### config.mk
export PLATFORM = sky130hd
export DESIGN_NAME = power_limit_min_arbiter
export DESIGN_NICKNAME = d
export VERILOG_FILES = /design/src/rtl/plma_pkg.sv /design/src/rtl/plma_ram.sv /design/src/rtl/plma_ctrl.sv /design/src/rtl/plma_dpath.sv /design/src/rtl/power_limit_min_arbiter.sv
export SDC_FILE = /design/constraint.sdc
export NUM_CORES = 2
export LEC_CHECK = 0
export BUFFER_PORTS_ARGS = -buffer_cell sky130_fd_sc_hd__buf_2
export CORE_ASPECT_RATIO = 0.6
export CORE_UTILIZATION = 45
export CTS_CLUSTER_DIAMETER = 120
export CTS_CLUSTER_SIZE = 16
export DETAILED_ROUTE_END_ITERATION = 10
export SLEW_MARGIN = 10
export SYNTH_ARGS = -nofsm -noshare
export SYNTH_HDL_FRONTEND = slang
export SYNTH_HIERARCHICAL = 1
export SYNTH_SLANG_ARGS = --single-unit
### constraint.sdc
create_clock -name clk -period 16 [get_ports clk]
set_clock_uncertainty 0.05 [all_clocks]
set_input_delay 0.8 -clock clk [delete_from_list [all_inputs] [get_ports clk]]
set_output_delay 0.8 -clock clk [all_outputs]
set_load 0.02 [all_outputs]
### src/rtl/plma_pkg.sv
// Shared types and constants for the power limit min arbiter.
package plma_pkg;

  localparam int KIND_BITS   = 2;
  localparam int POLICY_BITS = 4;
  localparam int TYPE_BITS   = 2;
  localparam int FIELD_BITS  = 24;
  localparam int DUTY_BITS   = 7;

  typedef enum logic [KIND_BITS-1:0] {
    KIND_BEGIN  = 2'd0,
    KIND_ENTRY  = 2'd1,
    KIND_COMMIT = 2'd2,
    KIND_CLEAR  = 2'd3
  } kind_t;

  typedef enum logic [1:0] {
    ST_IDLE,
    ST_WALK,
    ST_DRAIN,
    ST_EMIT
  } state_t;

  typedef struct packed {
    logic begin_set;
    logic drop;
    logic entry;
    logic walk_start;
    logic issue;
    logic emit_start;
    logic load;
  } ctrl_cmd_t;

  typedef struct packed {
    logic issue_last;
    logic emit_last;
    logic out_free;
  } dp_status_t;

endpackage

### src/rtl/plma_ram.sv
// Generic single-port-write, single-port-read RAM with registered read data.
module plma_ram #(
  parameter int WIDTH = 8,
  parameter int DEPTH = 16
) (
  input  logic                     clk,
  input  logic                     we,
  input  logic [$clog2(DEPTH)-1:0] waddr,
  input  logic [WIDTH-1:0]         wdata,
  input  logic [$clog2(DEPTH)-1:0] raddr,
  output logic [WIDTH-1:0]         rdata
);

  logic [WIDTH-1:0] mem_r [DEPTH];

  always_ff @(posedge clk) begin
    if (we) begin
      mem_r[waddr] <= wdata;
    end
    rdata <= mem_r[raddr];
  end

endmodule

### src/rtl/plma_ctrl.sv
// Controller state machine: request decode, commit walk, result emission.
module plma_ctrl (
  input  logic                   clk,
  input  logic                   rst_n,
  input  logic                   in_valid,
  output logic                   in_stall,
  input  plma_pkg::kind_t        in_kind,
  input  plma_pkg::dp_status_t   status,
  output plma_pkg::ctrl_cmd_t    cmd
);
  import plma_pkg::*;

  state_t state_r, state_nxt;

  always_ff @(posedge clk) begin
    if (!rst_n) begin
      state_r <= ST_IDLE;
    end else begin
      state_r <= state_nxt;
    end
  end

  always_comb begin
    state_nxt = state_r;
    case (state_r)
      ST_IDLE: begin
        if (in_valid && in_kind == KIND_COMMIT) begin
          state_nxt = ST_WALK;
        end
      end
      ST_WALK: begin
        if (status.issue_last) begin
          state_nxt = ST_DRAIN;
        end
      end
      ST_DRAIN: begin
        state_nxt = ST_EMIT;
      end
      ST_EMIT: begin
        if (status.out_free && status.emit_last) begin
          state_nxt = ST_IDLE;
        end
      end
      default: begin
        state_nxt = ST_IDLE;
      end
    endcase
  end

  always_comb begin
    cmd      = '0;
    in_stall = (state_r != ST_IDLE);
    case (state_r)
      ST_IDLE: begin
        if (in_valid) begin
          case (in_kind)
            KIND_BEGIN: begin
              cmd.begin_set = 1'b1;
              cmd.drop      = 1'b1;
            end
            KIND_ENTRY: begin
              cmd.entry = 1'b1;
            end
            KIND_COMMIT: begin
              cmd.walk_start = 1'b1;
            end
            KIND_CLEAR: begin
              cmd.drop = 1'b1;
            end
            default: begin
              cmd = '0;
            end
          endcase
        end
      end
      ST_WALK: begin
        cmd.issue = 1'b1;
      end
      ST_DRAIN: begin
        cmd.emit_start = 1'b1;
      end
      ST_EMIT: begin
        cmd.load = status.out_free;
      end
      default: begin
        cmd = '0;
      end
    endcase
  end

endmodule

### src/rtl/plma_dpath.sv
// Datapath: request store, min resolution, resolved set and output register.
module plma_dpath #(
  parameter int NUM_POLICIES = 16,
  parameter int NUM_TYPES    = 3,
  parameter int POWER_BITS   = 24
) (
  input  logic                                clk,
  input  logic                                rst_n,
  input  plma_pkg::ctrl_cmd_t                 cmd,
  output plma_pkg::dp_status_t                status,
  input  logic [plma_pkg::POLICY_BITS-1:0]    in_policy,
  input  logic [plma_pkg::TYPE_BITS-1:0]      in_ctrl_type,
  input  logic                                in_power_valid,
  input  logic [plma_pkg::FIELD_BITS-1:0]     in_power_mw,
  input  logic                                in_window_valid,
  input  logic [plma_pkg::FIELD_BITS-1:0]     in_window_ms,
  input  logic                                in_duty_valid,
  input  logic [plma_pkg::DUTY_BITS-1:0]      in_duty_pct,
  output logic                                out_valid,
  input  logic                                out_stall,
  output logic [plma_pkg::TYPE_BITS-1:0]      out_type,
  output logic                                out_res_power_valid,
  output logic [plma_pkg::FIELD_BITS-1:0]     out_res_power_mw,
  output logic                                out_res_window_valid,
  output logic [plma_pkg::FIELD_BITS-1:0]     out_res_window_ms,
  output logic                                out_res_duty_valid,
  output logic [plma_pkg::DUTY_BITS-1:0]      out_res_duty_pct,
  output logic                                out_changed,
  output logic                                out_last
);
  import plma_pkg::*;

  localparam int PIW   = (NUM_POLICIES > 1) ? $clog2(NUM_POLICIES) : 1;
  localparam int TIW   = (NUM_TYPES > 1) ? $clog2(NUM_TYPES) : 1;
  localparam int PW    = (POWER_BITS < FIELD_BITS) ? POWER_BITS : FIELD_BITS;
  localparam int AW    = PIW + TIW;
  localparam int DEPTH = 1 << AW;
  localparam int DW    = 3 + PW + FIELD_BITS + DUTY_BITS;
  localparam int DV_POS = DUTY_BITS;
  localparam int WIN_LO = DUTY_BITS + 1;
  localparam int WV_POS = WIN_LO + FIELD_BITS;
  localparam int PW_LO  = WV_POS + 1;
  localparam int PV_POS = PW_LO + PW;

  // policy-level state
  logic [POLICY_BITS-1:0] open_policy_r;
  logic [NUM_TYPES-1:0]   type_seen_r;
  logic [NUM_TYPES-1:0]   present_r [NUM_POLICIES];

  logic [TIW-1:0] ent_t;
  logic [PIW-1:0] open_idx;
  logic [PIW-1:0] drop_idx;
  logic           type_ok;
  logic           open_ok;
  logic           drop_ok;
  logic           ent_we;
  logic [DW-1:0]  wdata;
  logic [DW-1:0]  rdata;

  assign ent_t    = TIW'(in_ctrl_type);
  assign open_idx = PIW'(open_policy_r);
  assign drop_idx = PIW'(in_policy);
  assign type_ok  = 32'(in_ctrl_type) < NUM_TYPES;
  assign open_ok  = 32'(open_policy_r) < NUM_POLICIES;
  assign drop_ok  = 32'(in_policy) < NUM_POLICIES;
  assign ent_we   = cmd.entry && type_ok && open_ok && !type_seen_r[ent_t];

  assign wdata = {in_power_valid,
                  in_power_valid ? in_power_mw[PW-1:0] : {PW{1'b0}},
                  in_window_valid,
                  in_window_valid ? in_window_ms : {FIELD_BITS{1'b0}},
                  in_duty_valid,
                  in_duty_valid ? in_duty_pct : {DUTY_BITS{1'b0}}};

  always_ff @(posedge clk) begin
    if (!rst_n) begin
      open_policy_r <= '0;
      type_seen_r   <= '0;
      for (int p = 0; p < NUM_POLICIES; p++) begin
        present_r[p] <= '0;
      end
    end else begin
      if (cmd.begin_set) begin
        open_policy_r <= in_policy;
        type_seen_r   <= '0;
      end
      if (cmd.drop && drop_ok) begin
        present_r[drop_idx] <= '0;
      end
      if (ent_we) begin
        present_r[open_idx][ent_t] <= 1'b1;
        type_seen_r[ent_t]         <= 1'b1;
      end
    end
  end

  // commit walk: type-major, policy-minor
  logic [PIW-1:0] pol_cnt_r;
  logic [TIW-1:0] typ_cnt_r;
  logic           pol_last;
  logic           typ_last;
  logic           rd_v_r;
  logic           rd_end_r;
  logic           rd_pres_r;
  logic [TIW-1:0] rd_type_r;

  assign pol_last = (pol_cnt_r == PIW'(NUM_POLICIES - 1));
  assign typ_last = (typ_cnt_r == TIW'(NUM_TYPES - 1));

  plma_ram #(
    .WIDTH (DW),
    .DEPTH (DEPTH)
  ) u_store (
    .clk   (clk),
    .we    (ent_we),
    .waddr ({ent_t, open_idx}),
    .wdata (wdata),
    .raddr ({typ_cnt_r, pol_cnt_r}),
    .rdata (rdata)
  );

  always_ff @(posedge clk) begin
    if (!rst_n) begin
      pol_cnt_r <= '0;
      typ_cnt_r <= '0;
      rd_v_r    <= 1'b0;
    end else begin
      rd_v_r <= cmd.issue;
      if (cmd.walk_start) begin
        pol_cnt_r <= '0;
        typ_cnt_r <= '0;
      end else if (cmd.issue) begin
        if (pol_last) begin
          pol_cnt_r <= '0;
          typ_cnt_r <= typ_last ? '0 : typ_cnt_r + 1'b1;
        end else begin
          pol_cnt_r <= pol_cnt_r + 1'b1;
        end
      end
    end
  end

  always_ff @(posedge clk) begin
    rd_end_r  <= pol_last;
    rd_type_r <= typ_cnt_r;
    rd_pres_r <= present_r[pol_cnt_r][typ_cnt_r];
  end

  // running minimum
  logic                  acc_pv_r, acc_wv_r, acc_dv_r;
  logic [PW-1:0]         acc_pw_r;
  logic [FIELD_BITS-1:0] acc_win_r;
  logic [DUTY_BITS-1:0]  acc_duty_r;

  logic                  e_pv, e_wv, take_p, take_w;
  logic                  m_pv, m_wv, m_dv;
  logic [PW-1:0]         m_pw;
  logic [FIELD_BITS-1:0] m_win;
  logic [DUTY_BITS-1:0]  m_duty;
  logic                  differ;

  logic                  prev_pv_r   [NUM_TYPES];
  logic [PW-1:0]         prev_pw_r   [NUM_TYPES];
  logic                  prev_wv_r   [NUM_TYPES];
  logic [FIELD_BITS-1:0] prev_win_r  [NUM_TYPES];
  logic                  prev_dv_r   [NUM_TYPES];
  logic [DUTY_BITS-1:0]  prev_duty_r [NUM_TYPES];
  logic                  changed_r;

  assign e_pv   = rd_pres_r && rdata[PV_POS];
  assign e_wv   = rd_pres_r && rdata[WV_POS];
  assign take_p = e_pv && (!acc_pv_r || rdata[PV_POS-1:PW_LO] < acc_pw_r);
  assign take_w = e_wv && (!acc_wv_r || rdata[WV_POS-1:WIN_LO] < acc_win_r);
  assign m_pv   = acc_pv_r || e_pv;
  assign m_pw   = take_p ? rdata[PV_POS-1:PW_LO] : acc_pw_r;
  assign m_dv   = take_p ? rdata[DV_POS] : acc_dv_r;
  assign m_duty = take_p ? rdata[DUTY_BITS-1:0] : acc_duty_r;
  assign m_wv   = acc_wv_r || e_wv;
  assign m_win  = take_w ? rdata[WV_POS-1:WIN_LO] : acc_win_r;

  assign differ = (m_pv != prev_pv_r[rd_type_r]) || (m_pw != prev_pw_r[rd_type_r]) ||
                  (m_wv != prev_wv_r[rd_type_r]) || (m_win != prev_win_r[rd_type_r]) ||
                  (m_dv != prev_dv_r[rd_type_r]) || (m_duty != prev_duty_r[rd_type_r]);

  always_ff @(posedge clk) begin
    if (cmd.walk_start || (rd_v_r && rd_end_r)) begin
      acc_pv_r   <= 1'b0;
      acc_pw_r   <= '0;
      acc_wv_r   <= 1'b0;
      acc_win_r  <= '0;
      acc_dv_r   <= 1'b0;
      acc_duty_r <= '0;
    end else if (rd_v_r) begin
      acc_pv_r   <= m_pv;
      acc_pw_r   <= m_pw;
      acc_wv_r   <= m_wv;
      acc_win_r  <= m_win;
      acc_dv_r   <= m_dv;
      acc_duty_r <= m_duty;
    end
  end

  always_ff @(posedge clk) begin
    if (!rst_n) begin
      changed_r <= 1'b0;
      for (int t = 0; t < NUM_TYPES; t++) begin
        prev_pv_r[t]   <= 1'b0;
        prev_pw_r[t]   <= '0;
        prev_wv_r[t]   <= 1'b0;
        prev_win_r[t]  <= '0;
        prev_dv_r[t]   <= 1'b0;
        prev_duty_r[t] <= '0;
      end
    end else begin
      if (cmd.walk_start) begin
        changed_r <= 1'b0;
      end else if (rd_v_r && rd_end_r) begin
        changed_r              <= changed_r || differ;
        prev_pv_r[rd_type_r]   <= m_pv;
        prev_pw_r[rd_type_r]   <= m_pw;
        prev_wv_r[rd_type_r]   <= m_wv;
        prev_win_r[rd_type_r]  <= m_win;
        prev_dv_r[rd_type_r]   <= m_dv;
        prev_duty_r[rd_type_r] <= m_duty;
      end
    end
  end

  // result emission
  logic [TIW-1:0]        emit_idx_r;
  logic                  emit_last;
  logic                  out_valid_r, out_valid_nxt;
  logic [TYPE_BITS-1:0]  out_type_r;
  logic                  out_pv_r, out_wv_r, out_dv_r, out_changed_r, out_last_r;
  logic [PW-1:0]         out_pw_r;
  logic [FIELD_BITS-1:0] out_win_r;
  logic [DUTY_BITS-1:0]  out_duty_r;

  assign emit_last     = (emit_idx_r == TIW'(NUM_TYPES - 1));
  assign out_valid_nxt = cmd.load || (out_valid_r && out_stall);

  assign status.issue_last = pol_last && typ_last;
  assign status.emit_last  = emit_last;
  assign status.out_free   = !out_valid_r || !out_stall;

  always_ff @(posedge clk) begin
    if (!rst_n) begin
      emit_idx_r  <= '0;
      out_valid_r <= 1'b0;
    end else begin
      out_valid_r <= out_valid_nxt;
      if (cmd.emit_start) begin
        emit_idx_r <= '0;
      end else if (cmd.load) begin
        emit_idx_r <= emit_idx_r + 1'b1;
      end
    end
  end

  always_ff @(posedge clk) begin
    if (cmd.load) begin
      out_type_r    <= TYPE_BITS'(emit_idx_r);
      out_pv_r      <= prev_pv_r[emit_idx_r];
      out_pw_r      <= prev_pw_r[emit_idx_r];
      out_wv_r      <= prev_wv_r[emit_idx_r];
      out_win_r     <= prev_win_r[emit_idx_r];
      out_dv_r      <= prev_dv_r[emit_idx_r];
      out_duty_r    <= prev_duty_r[emit_idx_r];
      out_changed_r <= changed_r;
      out_last_r    <= emit_last;
    end
  end

  assign out_valid            = out_valid_r;
  assign out_type             = out_type_r;
  assign out_res_power_valid  = out_pv_r;
  assign out_res_power_mw     = FIELD_BITS'(out_pw_r);
  assign out_res_window_valid = out_wv_r;
  assign out_res_window_ms    = out_win_r;
  assign out_res_duty_valid   = out_dv_r;
  assign out_res_duty_pct     = out_duty_r;
  assign out_changed          = out_changed_r;
  assign out_last             = out_last_r;

endmodule

### src/rtl/power_limit_min_arbiter.sv
// Top level of the power limit min arbiter.
//
//   channel  direction  handshake          payload
//   in_      input      in_valid/in_stall  kind, policy, ctrl_type, power, window, duty
//   out_     output     out_valid/out_stall type, resolved power/window/duty, changed, last
//
// Begin, entry and clear requests are taken directly in the idle state.
// Commit walks the request RAM one entry per cycle: NUM_TYPES * NUM_POLICIES
// reads, a drain state, then one result per type, held back while out_stall holds.
// in_stall stays high from commit until the last result enters the output register.
// Reset is synchronous; no clearing pass, the RAM is masked by per-entry present bits.
module power_limit_min_arbiter #(
  parameter int NUM_POLICIES = 16,
  parameter int NUM_TYPES    = 3,
  parameter int POWER_BITS   = 24
) (
  input  logic                             clk,
  input  logic                             rst_n,
  input  logic                             in_valid,
  output logic                             in_stall,
  input  logic [plma_pkg::KIND_BITS-1:0]   in_kind,
  input  logic [plma_pkg::POLICY_BITS-1:0] in_policy,
  input  logic [plma_pkg::TYPE_BITS-1:0]   in_ctrl_type,
  input  logic                             in_power_valid,
  input  logic [plma_pkg::FIELD_BITS-1:0]  in_power_mw,
  input  logic                             in_window_valid,
  input  logic [plma_pkg::FIELD_BITS-1:0]  in_window_ms,
  input  logic                             in_duty_valid,
  input  logic [plma_pkg::DUTY_BITS-1:0]   in_duty_pct,
  output logic                             out_valid,
  input  logic                             out_stall,
  output logic [plma_pkg::TYPE_BITS-1:0]   out_type,
  output logic                             out_res_power_valid,
  output logic [plma_pkg::FIELD_BITS-1:0]  out_res_power_mw,
  output logic                             out_res_window_valid,
  output logic [plma_pkg::FIELD_BITS-1:0]  out_res_window_ms,
  output logic                             out_res_duty_valid,
  output logic [plma_pkg::DUTY_BITS-1:0]   out_res_duty_pct,
  output logic                             out_changed,
  output logic                             out_last
);
  import plma_pkg::*;

  ctrl_cmd_t  cmd;
  dp_status_t status;

  plma_ctrl u_ctrl (
    .clk      (clk),
    .rst_n    (rst_n),
    .in_valid (in_valid),
    .in_stall (in_stall),
    .in_kind  (kind_t'(in_kind)),
    .status   (status),
    .cmd      (cmd)
  );

  plma_dpath #(
    .NUM_POLICIES (NUM_POLICIES),
    .NUM_TYPES    (NUM_TYPES),
    .POWER_BITS   (POWER_BITS)
  ) u_dpath (
    .clk                  (clk),
    .rst_n                (rst_n),
    .cmd                  (cmd),
    .status               (status),
    .in_policy            (in_policy),
    .in_ctrl_type         (in_ctrl_type),
    .in_power_valid       (in_power_valid),
    .in_power_mw          (in_power_mw),
    .in_window_valid      (in_window_valid),
    .in_window_ms         (in_window_ms),
    .in_duty_valid        (in_duty_valid),
    .in_duty_pct          (in_duty_pct),
    .out_valid            (out_valid),
    .out_stall            (out_stall),
    .out_type             (out_type),
    .out_res_power_valid  (out_res_power_valid),
    .out_res_power_mw     (out_res_power_mw),
    .out_res_window_valid (out_res_window_valid),
    .out_res_window_ms    (out_res_window_ms),
    .out_res_duty_valid   (out_res_duty_valid),
    .out_res_duty_pct     (out_res_duty_pct),
    .out_changed          (out_changed),
    .out_last             (out_last)
  );

endmodule

==> reports/metrics.csv <==
stage,metric,value,unit
global_route,track_usage,27.0,%
power_and_ir_drop,p_clk_share,32.8,%
timing,finalCriticalPeriod,6.06,ns
timing,setup_slack,9.94,ns
clock_network,cts_sinks,4198,
synth,synth_warnings,6,
routing,num_vias,85200,
synth,synth_edf_count,3997,
setup_path,crit_slowest_cell,nor4_1,
global_route,grtUsageMet2,37.1,%
power_and_ir_drop,power.internal,17.0,mW
timing,rsz0062_at_grt,no,
synth,avgSynthCellArea,21.2,um^2
routing,dr.pass1.iters,8,
power_and_ir_drop,powerDensity,126,mW/mm^2
routing,drt_iter0_markers,14300,
timing,worst_pin_slew,1.36,ns
outcome,violations,design-rule violations,
power_and_ir_drop,switching_share,24.3,%
global_route,use_met1,43.0,%
cells_and_area,area_delta_synth_final,9.94,%
synth,synth_top_area_share,74.0,%
synth,synth-main-ff-cell,edfxtp_1,
timing,fmax,0.165,GHz
clock_network,clock_latency,0.93,ns
clock_network,post_cts_buffers,0,
min_path,hold_path.class,in -> reg,
clock_network,cts_hold_buf,0,
routing,vias_per_cell,6.61,
setup_path,path_class,reg -> reg,
floorplanning,start_util,45.3,%
floorplanning,row_count,170,
setup_path,startpoint_type,flop,
timing,whs,0.118,ns
placement,place_ws,10.20,ns
floorplanning,ios,134,
synth,ys_ff_latch,4198,
power_and_ir_drop,p_comb_share,12.1,%
global_route,met3_usage,7.30,%
floorplanning,die_w,777,um
synth,ys_async_sr_fraction,0,%
setup_path,crit_chain,buf_4 > buf_4 > buf_4 > buf_4 > mux4_2 > o22ai_1 > nor4_1 > o22a_1,
clock_network,cts_root_buffer,clkbuf_16,
synth,syn_nets,7774,
cells_and_area,fillers,28300,
placement,io_buffers,133,
placement,gp_congestion,0.852,
global_route,grt_antenna_before_repair,40,
setup_path,slowest_delay,0.99,ns
timing,final-setup-viol-count,0,
clock_network,cts_tree,done,
setup_path,critPathRequiredTime,16.74,ns
global_route,grt_max_degree,122,
synth,yosysTopAreaCell,edfxtp_1,
cells_and_area,final_nets,8033,
routing,drc,4,
setup_path,path_common_cell,buf_4,
floorplanning,die_h,467,um
timing,fin_setup_tns,0,ns
synth,yosys-top-cells-area,"edfxtp_1, mux4_2, dfxtp_1",
power_and_ir_drop,peakVddDrop,0.101,mV
global_route,grt_pass1_vias,80700,
outcome,outcome,"finished, violations left",
clock_network,cts_buffers,304,
global_route,top_usage_layer,met1,
routing,wl_per_cell,38.6,um
synth,yosys-top-cells-count,"edfxtp_1, mux4_2, nor2_1",
timing,min_period_over_period,37.9,%
clock_network,ctsResizeCount,0,
job,cap_violations,0,
placement,place_hpwl,287,mm
cells_and_area,drive_gt1_share,24.4,%
routing,antenna_left,0,
floorplanning,dieArea,0.363,mm^2
synth,syn_area,0.162,mm^2
synth,yosysUniqueCellTypes,64,
setup_path,cp_max_fo,50,
setup_path,end_kind,flop,
clock_network,clock_path_buffers,4,
global_route,grt_pass1_wl,678,mm
floorplanning,core,0.358,mm^2
synth,yosysSeqAreaShare,76.5,%
setup_path,critPathArrivalTime,6.80,ns
timing,slew_headroom,9.02,%
power_and_ir_drop,p_switching,5.43,mW
timing,finalHoldViolCount,0,
clock_network,clk_pin_slew,0.07,ns
power_and_ir_drop,power_frac_seq,55.1,%
power_and_ir_drop,leakage,54.0,nW
synth,synth_cells,7649,
timing,maxSlewViolCount,0,
global_route,grt-ovfl-total,0,
synth,synth.most_common_cell,edfxtp_1,
routing,finalWirelength,497,mm
clock_network,ctsHtreeMaxLevel,5,
## power by group through the flow
stage / Combinational (mW) / Sequential, mW / Clock, mW
after floorplan: 1.92 / 12.5 / 0
after global placement: 2.66 / 12.6 / 0
after detailed placement: 2.68 / 12.6 / 0
after CTS: 2.69 / 12.3 / 7.43
after global routing: 2.89 / 12.4 / 7.81
final: 2.71 / 12.3 / 7.34
## logic make-up (layout without fill, tap and decap cells)
group           Yosys count  count (layout)  synth area share (%)
compound gates          772             772                  3.34
xor+xnor                 51              51                 0.275
fa+ha+maj                55              55                 0.424
buf+inv                 583             982                  1.61
flops                  4198            4198                  76.5
mux                    1261            1261                  15.7
other cells               0              16                     0
simple gates            729             729                  2.15
## critical path, delay by kind of cell, from the launching register on
family | cells | cell delay, ns
compound gates | 2 | 0.60
buf+inv | 4 | 2.83
flops | 1 | 0.78
mux | 1 | 0.35
simple gates | 1 | 0.99
## cells in the final DEF (no fill, tap or decap), types with 118 or more instances in the layout
cell type     n
buf_4       237
inv_1       145
clkbuf_16   318
edfxtp_1   3997
clkbuf_1    118
o22ai_1     241
mux4_2     1014
dfxtp_1     190
buf_2       131
nor2_1      290
mux2i_1     195
## final timing paths
path                          start                         to  slack [ns]  depth (start not counted)
min                       out_stall          u_dpath/out_valid        0.12                          3
max reg2reg    u_dpath/pol_cnt_r[1]  u_dpath/u_store/rdata[31]        9.94                          8
max            u_dpath/pol_cnt_r[1]  u_dpath/u_store/rdata[31]        9.94                          8
min reg2reg  u_dpath/type_seen_r[2]     u_dpath/type_seen_r[2]        0.40                          2
## per-layer routing
metal / up-vias / wire (um)
met4: 10 / 12200
met3: 620 / 68500
li1: 32400 / -
met2: 6066 / 207000
met5: - / 84
met1: 46100 / 209000
## cell type report
cell class | count | area [um^2] | area share (%)
well taps | 4816 | 6030 | 3.38
clock inverters | 10 | 131 | 0.0737
clock buffers | 436 | 8400 | 4.71
diodes | 16 | 40.0 | 0.0225
repair buffers | 388 | 2810 | 1.58
multi-input cells | 2868 | 36200 | 20.3
inverters | 148 | 556 | 0.312
flip-flops and latches | 4198 | 124000 | 69.6
## registers in the layout, summed over array words and instances, names as in the netlist, 3 cells and up, named ones only
name	flops
u_dpath/out_res_power_mw	24
u_dpath/open_idx	4
u_dpath/u_store/mem_r	3712
u_dpath/out_res_duty_pct	7
u_dpath/prev_pw_r	96
u_dpath/prev_pv_r	4
u_dpath/acc_win_r	24
u_dpath/u_store/rdata	58
u_dpath/pol_cnt_r	4
u_dpath/type_seen_r	3
u_dpath/prev_duty_r	28
u_dpath/prev_win_r	96
u_dpath/present_r	48
u_dpath/prev_dv_r	4
u_dpath/prev_wv_r	4
u_dpath/out_res_window_ms	24
u_dpath/acc_pw_r	24
u_dpath/acc_duty_r	7
## stage by stage
step                      power, mW  cells  area (um^2)  utilization (%)
after floorplan                14.4   7649       162000                -
after global placement         15.2  12400       170000             47.4
after detailed placement       15.3  12400       170000             47.4
after CTS                      22.5  12900       178000             49.8
after global routing           23.1  12900       178000             49.8
final                          22.4  12900       178000             49.8
Power figures use the tool's default switching activity.
